===== config.mk =====
export PLATFORM = sky130hd
export DESIGN_NAME = constant_pool_stream_parser_top
export DESIGN_NICKNAME = d
export VERILOG_FILES = /design/src/hdl/cpsp_pkg.sv /design/src/hdl/cpsp_front.sv /design/src/hdl/cpsp_fifo.sv /design/src/hdl/constant_pool_stream_parser_top.sv
export SDC_FILE = /design/constraint.sdc
export NUM_CORES = 1
export LEC_CHECK = 0
export ABC_CLOCK_PERIOD_IN_PS = 11400
export BUFFER_PORTS_ARGS = -buffer_cell sky130_fd_sc_hd__buf_2
export CAP_MARGIN = 5
export CORE_UTILIZATION = 55
export DETAILED_ROUTE_END_ITERATION = 10
export GPL_TIMING_DRIVEN = 0
export PLACE_DENSITY = 0.71
export REMOVE_ABC_BUFFERS = 1
export SKIP_CTS_REPAIR_TIMING = 1
export SYNTH_ARGS = -nofsm -noshare
export SYNTH_HDL_FRONTEND = slang
export SYNTH_SLANG_ARGS = --single-unit

===== constraint.sdc =====
create_clock -name clk -period 11.4 [get_ports clk]
set_clock_uncertainty 0.15 [all_clocks]
set_input_delay 0 -clock clk [delete_from_list [all_inputs] [get_ports clk]]
set_output_delay 0 -clock clk [all_outputs]
set_load 0.02 [all_outputs]

===== src/hdl/cpsp_pkg.sv =====
// shared types and constants of the constant pool stream parser
`timescale 1ns / 1ps

package cpsp_pkg;

  // result event codes
  localparam logic [1:0] EV_CHUNK = 2'd0;
  localparam logic [1:0] EV_EMPTY = 2'd1;
  localparam logic [1:0] EV_DONE  = 2'd2;

  // constant type bytes that carry chunks
  localparam logic [7:0] TYPE_STRING = 8'd1;
  localparam logic [7:0] TYPE_INT    = 8'd2;
  localparam logic [7:0] TYPE_FLOAT  = 8'd3;

  // one result item as it travels through the result queue
  typedef struct packed {
    logic [1:0]  event_res;
    logic [30:0] constant_index;
    logic [30:0] chunk_index;
    logic [7:0]  type_code;
    logic [31:0] chunk_value;
    logic        last_of_constant;
    logic [31:0] end_offset;
  } res_t;

endpackage


===== src/hdl/cpsp_front.sv =====
// byte parser: field assembly, counters and classification of each item
`timescale 1ns / 1ps

module cpsp_front (
  input  logic           clk,
  input  logic           rst_n,
  input  logic           take,
  input  logic [7:0]     data_byte,
  input  logic           start_of_file,
  output logic           res_valid,
  output cpsp_pkg::res_t res
);
  import cpsp_pkg::*;

  typedef enum logic [5:0] {
    PH_COUNT   = 6'b000001,
    PH_TYPE    = 6'b000010,
    PH_NCHUNK  = 6'b000100,
    PH_DATA    = 6'b001000,
    PH_PENDING = 6'b010000,
    PH_IDLE    = 6'b100000
  } phase_t;

  phase_t      phase_r, phase_cur, phase_nxt;
  logic [1:0]  bif_r, bif_cur, bif_nxt;
  logic [31:0] word_r, word_cur, word_nxt;
  logic [30:0] cl_r, cl_cur, cl_nxt;
  logic [30:0] cc_r, cc_cur, cc_nxt;
  logic [30:0] chl_r, chl_cur, chl_nxt;
  logic [30:0] ch_r, ch_cur, ch_nxt;
  logic [7:0]  ty_r, ty_cur, ty_nxt;
  logic [31:0] off_r, off_cur, off_nxt;

  logic [31:0] word_sh;
  logic [30:0] count_val;
  logic [30:0] cl_dec;
  logic [30:0] chl_dec;
  logic        ty_known;

  // a start-of-file byte restarts the parser before it is read
  always_comb begin
    if (start_of_file) begin
      phase_cur = PH_COUNT;
      bif_cur   = '0;
      word_cur  = '0;
      cl_cur    = '0;
      cc_cur    = '0;
      chl_cur   = '0;
      ch_cur    = '0;
      ty_cur    = '0;
      off_cur   = '0;
    end else begin
      phase_cur = phase_r;
      bif_cur   = bif_r;
      word_cur  = word_r;
      cl_cur    = cl_r;
      cc_cur    = cc_r;
      chl_cur   = chl_r;
      ch_cur    = ch_r;
      ty_cur    = ty_r;
      off_cur   = off_r;
    end
  end

  // shared helper values
  assign word_sh   = {word_cur[23:0], data_byte};
  assign count_val = word_sh[31] ? '0 : word_sh[30:0];
  assign cl_dec    = (cl_cur != '0) ? cl_cur - 31'd1 : '0;
  assign chl_dec   = (chl_cur != '0) ? chl_cur - 31'd1 : '0;
  assign ty_known  = (ty_cur == TYPE_STRING) || (ty_cur == TYPE_INT) ||
                     (ty_cur == TYPE_FLOAT);

  // next state and result of the current item
  always_comb begin
    phase_nxt = phase_cur;
    bif_nxt   = bif_cur;
    word_nxt  = word_cur;
    cl_nxt    = cl_cur;
    cc_nxt    = cc_cur;
    chl_nxt   = chl_cur;
    ch_nxt    = ch_cur;
    ty_nxt    = ty_cur;
    off_nxt   = off_cur;
    res_valid = 1'b0;
    res       = '0;
    unique case (phase_cur)
      PH_COUNT: begin
        word_nxt = word_sh;
        off_nxt  = off_cur + 32'd1;
        bif_nxt  = bif_cur + 2'd1;
        if (bif_cur == 2'd3) begin
          word_nxt = '0;
          cl_nxt   = count_val;
          cc_nxt   = '0;
          if (count_val == '0) begin
            phase_nxt      = PH_IDLE;
            res_valid      = 1'b1;
            res.event_res  = EV_DONE;
            res.end_offset = off_nxt;
          end else begin
            phase_nxt = PH_TYPE;
          end
        end
      end
      PH_TYPE: begin
        ty_nxt    = data_byte;
        off_nxt   = off_cur + 32'd1;
        bif_nxt   = '0;
        word_nxt  = '0;
        phase_nxt = PH_NCHUNK;
      end
      PH_NCHUNK: begin
        word_nxt = word_sh;
        off_nxt  = off_cur + 32'd1;
        bif_nxt  = bif_cur + 2'd1;
        if (bif_cur == 2'd3) begin
          word_nxt = '0;
          chl_nxt  = count_val;
          ch_nxt   = '0;
          if ((count_val == '0) || !ty_known) begin
            // empty or unknown constant: one result, then the next constant or the completion
            res_valid            = 1'b1;
            res.event_res        = EV_EMPTY;
            res.constant_index   = cc_cur;
            res.type_code        = ty_cur;
            res.last_of_constant = 1'b1;
            cl_nxt               = cl_dec;
            cc_nxt               = cc_cur + 31'd1;
            phase_nxt            = (cl_dec != '0) ? PH_TYPE : PH_PENDING;
          end else begin
            phase_nxt = PH_DATA;
          end
        end
      end
      PH_DATA: begin
        off_nxt = off_cur + 32'd1;
        if (ty_cur != TYPE_STRING) begin
          word_nxt = word_sh;
          bif_nxt  = bif_cur + 2'd1;
        end
        if ((ty_cur == TYPE_STRING) || (bif_cur == 2'd3)) begin
          if (ty_cur != TYPE_STRING) begin
            word_nxt = '0;
          end
          res_valid            = 1'b1;
          res.event_res        = EV_CHUNK;
          res.constant_index   = cc_cur;
          res.chunk_index      = ch_cur;
          res.type_code        = ty_cur;
          res.chunk_value      = (ty_cur == TYPE_STRING) ? {24'd0, data_byte} : word_sh;
          res.last_of_constant = (chl_dec == '0);
          chl_nxt              = chl_dec;
          ch_nxt               = ch_cur + 31'd1;
          if (chl_dec == '0) begin
            cl_nxt    = cl_dec;
            cc_nxt    = cc_cur + 31'd1;
            phase_nxt = (cl_dec != '0) ? PH_TYPE : PH_PENDING;
          end
        end
      end
      PH_PENDING: begin
        // completion takes this item's slot without reading its byte
        phase_nxt      = PH_IDLE;
        res_valid      = 1'b1;
        res.event_res  = EV_DONE;
        res.end_offset = off_cur;
      end
      PH_IDLE: begin
        phase_nxt = PH_IDLE;
      end
      default: begin
        phase_nxt = PH_IDLE;
      end
    endcase
  end

  // parser state, advanced once per accepted item
  always_ff @(posedge clk) begin
    if (!rst_n) begin
      phase_r <= PH_COUNT;
      bif_r   <= '0;
      word_r  <= '0;
      cl_r    <= '0;
      cc_r    <= '0;
      chl_r   <= '0;
      ch_r    <= '0;
      ty_r    <= '0;
      off_r   <= '0;
    end else if (take) begin
      phase_r <= phase_nxt;
      bif_r   <= bif_nxt;
      word_r  <= word_nxt;
      cl_r    <= cl_nxt;
      cc_r    <= cc_nxt;
      chl_r   <= chl_nxt;
      ch_r    <= ch_nxt;
      ty_r    <= ty_nxt;
      off_r   <= off_nxt;
    end
  end

endmodule


===== src/hdl/cpsp_fifo.sv =====
// result queue between the byte parser and the result ports
`timescale 1ns / 1ps

module cpsp_fifo #(
  parameter int DEPTH = 4
) (
  input  logic           clk,
  input  logic           rst_n,
  input  logic           wr_en,
  input  cpsp_pkg::res_t wr_data,
  input  logic           rd_en,
  output cpsp_pkg::res_t rd_data,
  output logic           full,
  output logic           empty
);
  import cpsp_pkg::*;

  localparam int AW = (DEPTH > 1) ? $clog2(DEPTH) : 1;
  localparam int CW = $clog2(DEPTH + 1);

  res_t          mem_r [DEPTH];
  logic [AW-1:0] wr_ptr_r, wr_ptr_nxt;
  logic [AW-1:0] rd_ptr_r, rd_ptr_nxt;
  logic [CW-1:0] count_r, count_nxt;

  assign full    = (count_r == CW'(DEPTH));
  assign empty   = (count_r == '0);
  assign rd_data = mem_r[rd_ptr_r];

  // pointer wrap and fill count
  always_comb begin
    wr_ptr_nxt = wr_ptr_r;
    rd_ptr_nxt = rd_ptr_r;
    count_nxt  = count_r;
    if (wr_en) begin
      wr_ptr_nxt = (wr_ptr_r == AW'(DEPTH - 1)) ? '0 : wr_ptr_r + AW'(1);
    end
    if (rd_en) begin
      rd_ptr_nxt = (rd_ptr_r == AW'(DEPTH - 1)) ? '0 : rd_ptr_r + AW'(1);
    end
    if (wr_en && !rd_en) begin
      count_nxt = count_r + CW'(1);
    end else if (rd_en && !wr_en) begin
      count_nxt = count_r - CW'(1);
    end
  end

  // control registers
  always_ff @(posedge clk) begin
    if (!rst_n) begin
      wr_ptr_r <= '0;
      rd_ptr_r <= '0;
      count_r  <= '0;
    end else begin
      wr_ptr_r <= wr_ptr_nxt;
      rd_ptr_r <= rd_ptr_nxt;
      count_r  <= count_nxt;
    end
  end

  // storage
  always_ff @(posedge clk) begin
    if (wr_en) begin
      mem_r[wr_ptr_r] <= wr_data;
    end
  end

endmodule


===== src/hdl/constant_pool_stream_parser_top.sv =====
// top level of the constant pool stream parser
`timescale 1ns / 1ps

// Takes a constant pool one byte per cycle: an item is taken at every edge with push high
// and full low, so the sustained rate is one byte per clock, set by the state update of
// the byte parser. A result enters the queue at the edge that takes its byte and shows on
// the out_ ports from the next cycle if the queue held nothing, else after those ahead of
// it are popped. full rises only when the queue of RESULT_DEPTH results is full because
// the far side is not popping; bytes that give no result are then held back as well. A
// start_of_file byte restarts the parser and is read as the constant count's first byte.
module constant_pool_stream_parser_top #(
  parameter int RESULT_DEPTH = 4
) (
  input  logic        clk,
  input  logic        rst_n,
  input  logic        push,
  output logic        full,
  input  logic [7:0]  in_data_byte,
  input  logic        in_start_of_file,
  output logic        empty,
  input  logic        pop,
  output logic [1:0]  out_event_res,
  output logic [30:0] out_constant_index,
  output logic [30:0] out_chunk_index,
  output logic [7:0]  out_type_code,
  output logic [31:0] out_chunk_value,
  output logic        out_last_of_constant,
  output logic [31:0] out_end_offset
);
  import cpsp_pkg::*;

  logic take;
  logic res_valid;
  res_t res;
  res_t head;

  assign take = push && !full;

  // byte parser
  cpsp_front u_front (
    .clk           (clk),
    .rst_n         (rst_n),
    .take          (take),
    .data_byte     (in_data_byte),
    .start_of_file (in_start_of_file),
    .res_valid     (res_valid),
    .res           (res)
  );

  // result queue
  cpsp_fifo #(
    .DEPTH (RESULT_DEPTH)
  ) u_fifo (
    .clk     (clk),
    .rst_n   (rst_n),
    .wr_en   (take && res_valid),
    .wr_data (res),
    .rd_en   (pop && !empty),
    .rd_data (head),
    .full    (full),
    .empty   (empty)
  );

  // result ports
  assign out_event_res        = head.event_res;
  assign out_constant_index   = head.constant_index;
  assign out_chunk_index      = head.chunk_index;
  assign out_type_code        = head.type_code;
  assign out_chunk_value      = head.chunk_value;
  assign out_last_of_constant = head.last_of_constant;
  assign out_end_offset       = head.end_offset;

endmodule


==> reports/metrics.yaml <==
status: "complete, but fails checks"
violations: "DRC, hold timing"
min_period_ns: 7.23
clockBufferDepth: 3
final_nets: 3300
drv_slew: 0
drt-total-wl_um: 110000
required_ns: 11.55
sw_frac_of_total_pct: 32.0
pwr-share-comb_pct: 23.9
area_delta_synth_final_pct: 12.6
start_util_pct: 55.6
pre_cts_slack_ns: 3.96
p_per_area_nw_per_um2: 179
p_sw_w: 0.00235
worst_pin_slew_ns: 1.39
synth.avg_cell_area_um2: 11.3
synth.distinct_cells: 90
path_clk_slew_ns: 0.06
p_int_w: 0.00499
dieArea_um2: 67300
synthAdderAreaFrac_pct: 0.604
hold_path.class: "primary input to flop"
hpwl_um: 69100
gp_congestion: 0.925
setup.worst_path.end_class: "flop"
grt_pass1_vias: 28100
setup_viol: 0
antenna_found_initial: 3
worst_slack_ns: 4.17
ys.flop_type: "edfxtp_1"
drt_first_iter_violations: 3413
yosys-top-cells-area: "edfxtp_1, dfxtp_1, mux4_2"
drt_pass1_iterations: 9
p_seq_share_pct: 42.3
routed_via_density: 6.86
wl_per_cell_um: 26.1
vdd_ir_drop_max_uv: 123
num_rows: 94
rsz0062_at_grt: "false"
drc: 2
drive_above_1_share_pct: 15.4
synth-seq-cells: 753
cts-buffers-inserted: 77
fin_area_um2: 41100
grt_use_total_pct: 32.1
period_share_pct: 63.4
synth-simple-area-share_pct: 14.9
htree_num_levels: 3
die_w_um: 259
power.leakage_nw: 14.2
cts-root-buf: "clkbuf_16"
synth.top_cell.area_share_pct: 45.1
worstSkewPairLatency_ns: 0.66
synth_cells: 3233
timing.slew.headroom_pct: 7.30
worst-path-max-fanout: 100
grt-ovfl-total: 0
yosys_warnings: 0
final_core_util_pct: 62.6
max_freq_ghz: 0.138
grt_start_max_net_pins: 122
max_cap_viol_count: 0
synth_compound_area_share_pct: 15.3
io_pins: 152
synth.area.mux_share_pct: 9.06
critical_path_class: "primary input to flop"
cts_tree: "built"
ys_seq_area_share_pct: 56.4
synth_top_area_cell: "edfxtp_1"
startpoint_type: "primary input"
antenna_left: 0
synth.top_cells.by_count: "edfxtp_1, nor2_1, nand2_1"
port_buffers: 151
synth_edf_count: 548
hold_viol: 6
grt_pass1_wl_um: 166000
cp.arrival_ns: 7.38
vias: 28800
hold_ws_ns: -0.0375
cts_sinks: 753
placed_area_um2: 38500
dieHeight_um: 259
synth_top_family_by_area: "compound AO/OA/AOI/OAI gates"
yosysMostFrequentCell: "edfxtp_1"
pwr-share-clk_pct: 33.8
syn_area_um2: 36500
synthXorXnorAreaFrac_pct: 0.721
synthArstFlopShare_pct: 0
core_area_um2: 65600
==> power groups by stage <==
| stage | Combinational [W] | Clock, W | Sequential [W] |
|---|---|---|---|
| after floorplan | 0.00110 | 0 | 0.00320 |
| after global placement | 0.00159 | 0 | 0.00330 |
| after detailed placement | 0.00172 | 0 | 0.00316 |
| after CTS | 0.00172 | 0.00250 | 0.00310 |
| after global routing | 0.00187 | 0.00261 | 0.00312 |
| final | 0.00175 | 0.00248 | 0.00311 |
==> cell usage in the layout (no fill, tap or decap), types with 14 or more instances in the layout <==
cell       netlist  layout
a31oi_1         48      48
clkbuf_16        0      80
o211ai_1        16      16
ha_1            16      15
a21oi_1        247     247
or4_1           19      19
nor4_1          42      40
a21o_1          14      14
nand2_1        273     273
dfxtp_1        205     203
xnor2_1         20      20
nor2b_1         73      72
a211oi_1        23      23
o221ai_1        14      14
clkbuf_1       207      20
nor2_1         289     279
mux2i_1         16      16
inv_1           36      34
buf_2            8     150
a22oi_1         73      73
and2_1          19      14
nand4_1         24      24
a221oi_1        14      14
nand3_1         88      88
buf_16           0      26
mux4_2         137     137
and3_1          96      96
o31ai_1         21      21
a311oi_1        16      16
edfxtp_1       548     548
or3_1           21      21
nor3_1          76      74
o21ai_0        261     261
==> worst max-delay path: stages <==
cell and delay (ns):
buf_8 0.24, inv_4 0.58, buf_16 0.34, nand2_1 0.38, o21a_1 0.26, o21ai_2 0.81
and2_2 0.90, nand2_1 0.49, inv_1 0.74, nor2_4 0.21, a31oi_1 0.59, and2_4 0.83
buf_16 0.32, buf_16 0.30
==> kinds of logic (layout without fill, tap and decap cells) <==
logic type | count (synthesis) | in the layout
AND/OR/NAND/NOR | 1096 | 1096
adder cells (fa/ha/maj) | 17 | 17
XOR/XNOR | 30 | 30
buffers and inverters | 288 | 387
multiplexers | 158 | 158
other | 0 | 2
AO/OA/AOI/OAI | 891 | 891
flip-flops | 753 | 753
==> per-layer routing <==
| layer | wire [um] | track usage (%) | vias to the layer above |
|---|---|---|---|
| li1 | - | - | 12600 |
| met5 | 17 | 0 | - |
| met1 | 42600 | 41.9 | 14300 |
| met3 | 9830 | 5.99 | 350 |
| met2 | 51900 | 51.7 | 1616 |
| met4 | 5200 | 15.7 | 2 |
==> path summary, 6_finish.rpt <==
check        slack [ns]  depth (start not counted)          startpoint                   end
min reg2reg        0.34                          2    u_front.off_r[1]      u_front.off_r[1]
max reg2reg        4.26                         11  u_front.word_r[23]  u_fifo.mem_r[2][108]
min               -0.04                          4    in_start_of_file      u_front.cl_r[11]
max                4.17                         14    in_start_of_file  u_fifo.mem_r[2][108]
==> through the flow <==
stage	power (W)	TNS (ns)	std cells	hold WS [ns]
floorplan	0.00430	0	2982	-0.0611
global placement	0.00489	-5005.28	3997	0.307
detailed placement	0.00488	0	4045	0.330
CTS	0.00733	0	4186	-0.328
global route	0.00759	0	4196	0.000775
finish	0.00734	0	4198	-0.0375
==> area by class of cell <==
class | instances | area, um2
Fill cell | 5063 | 24600
Sequential cell | 753 | 20600
Multi-Input combinational cell | 2192 | 14900
Clock buffer | 103 | 2120
Timing Repair Buffer | 209 | 1900
Tap cell | 864 | 1080
Clock inverter | 38 | 337
Inverter | 37 | 146
Antenna cell | 2 | 5.00
==> flip-flops by register name, summed over array words and instances (netlist names), named ones only <==
| register | cells |
|---|---|
| u_fifo.mem_r | 548 |
| u_front.ch_r | 31 |
| u_front.word_r | 24 |
| u_front.ty_r | 8 |
| u_front.bif_r | 2 |
| u_front.cl_r | 31 |
| u_fifo.count_r | 3 |
| u_front.off_r | 32 |
| u_fifo.wr_ptr_r | 2 |
| u_front.cc_r | 31 |
| u_front.phase_r | 6 |
| u_fifo.rd_ptr_r | 2 |
| u_front.chl_r | 31 |
(Power assumes the default switching activity.)
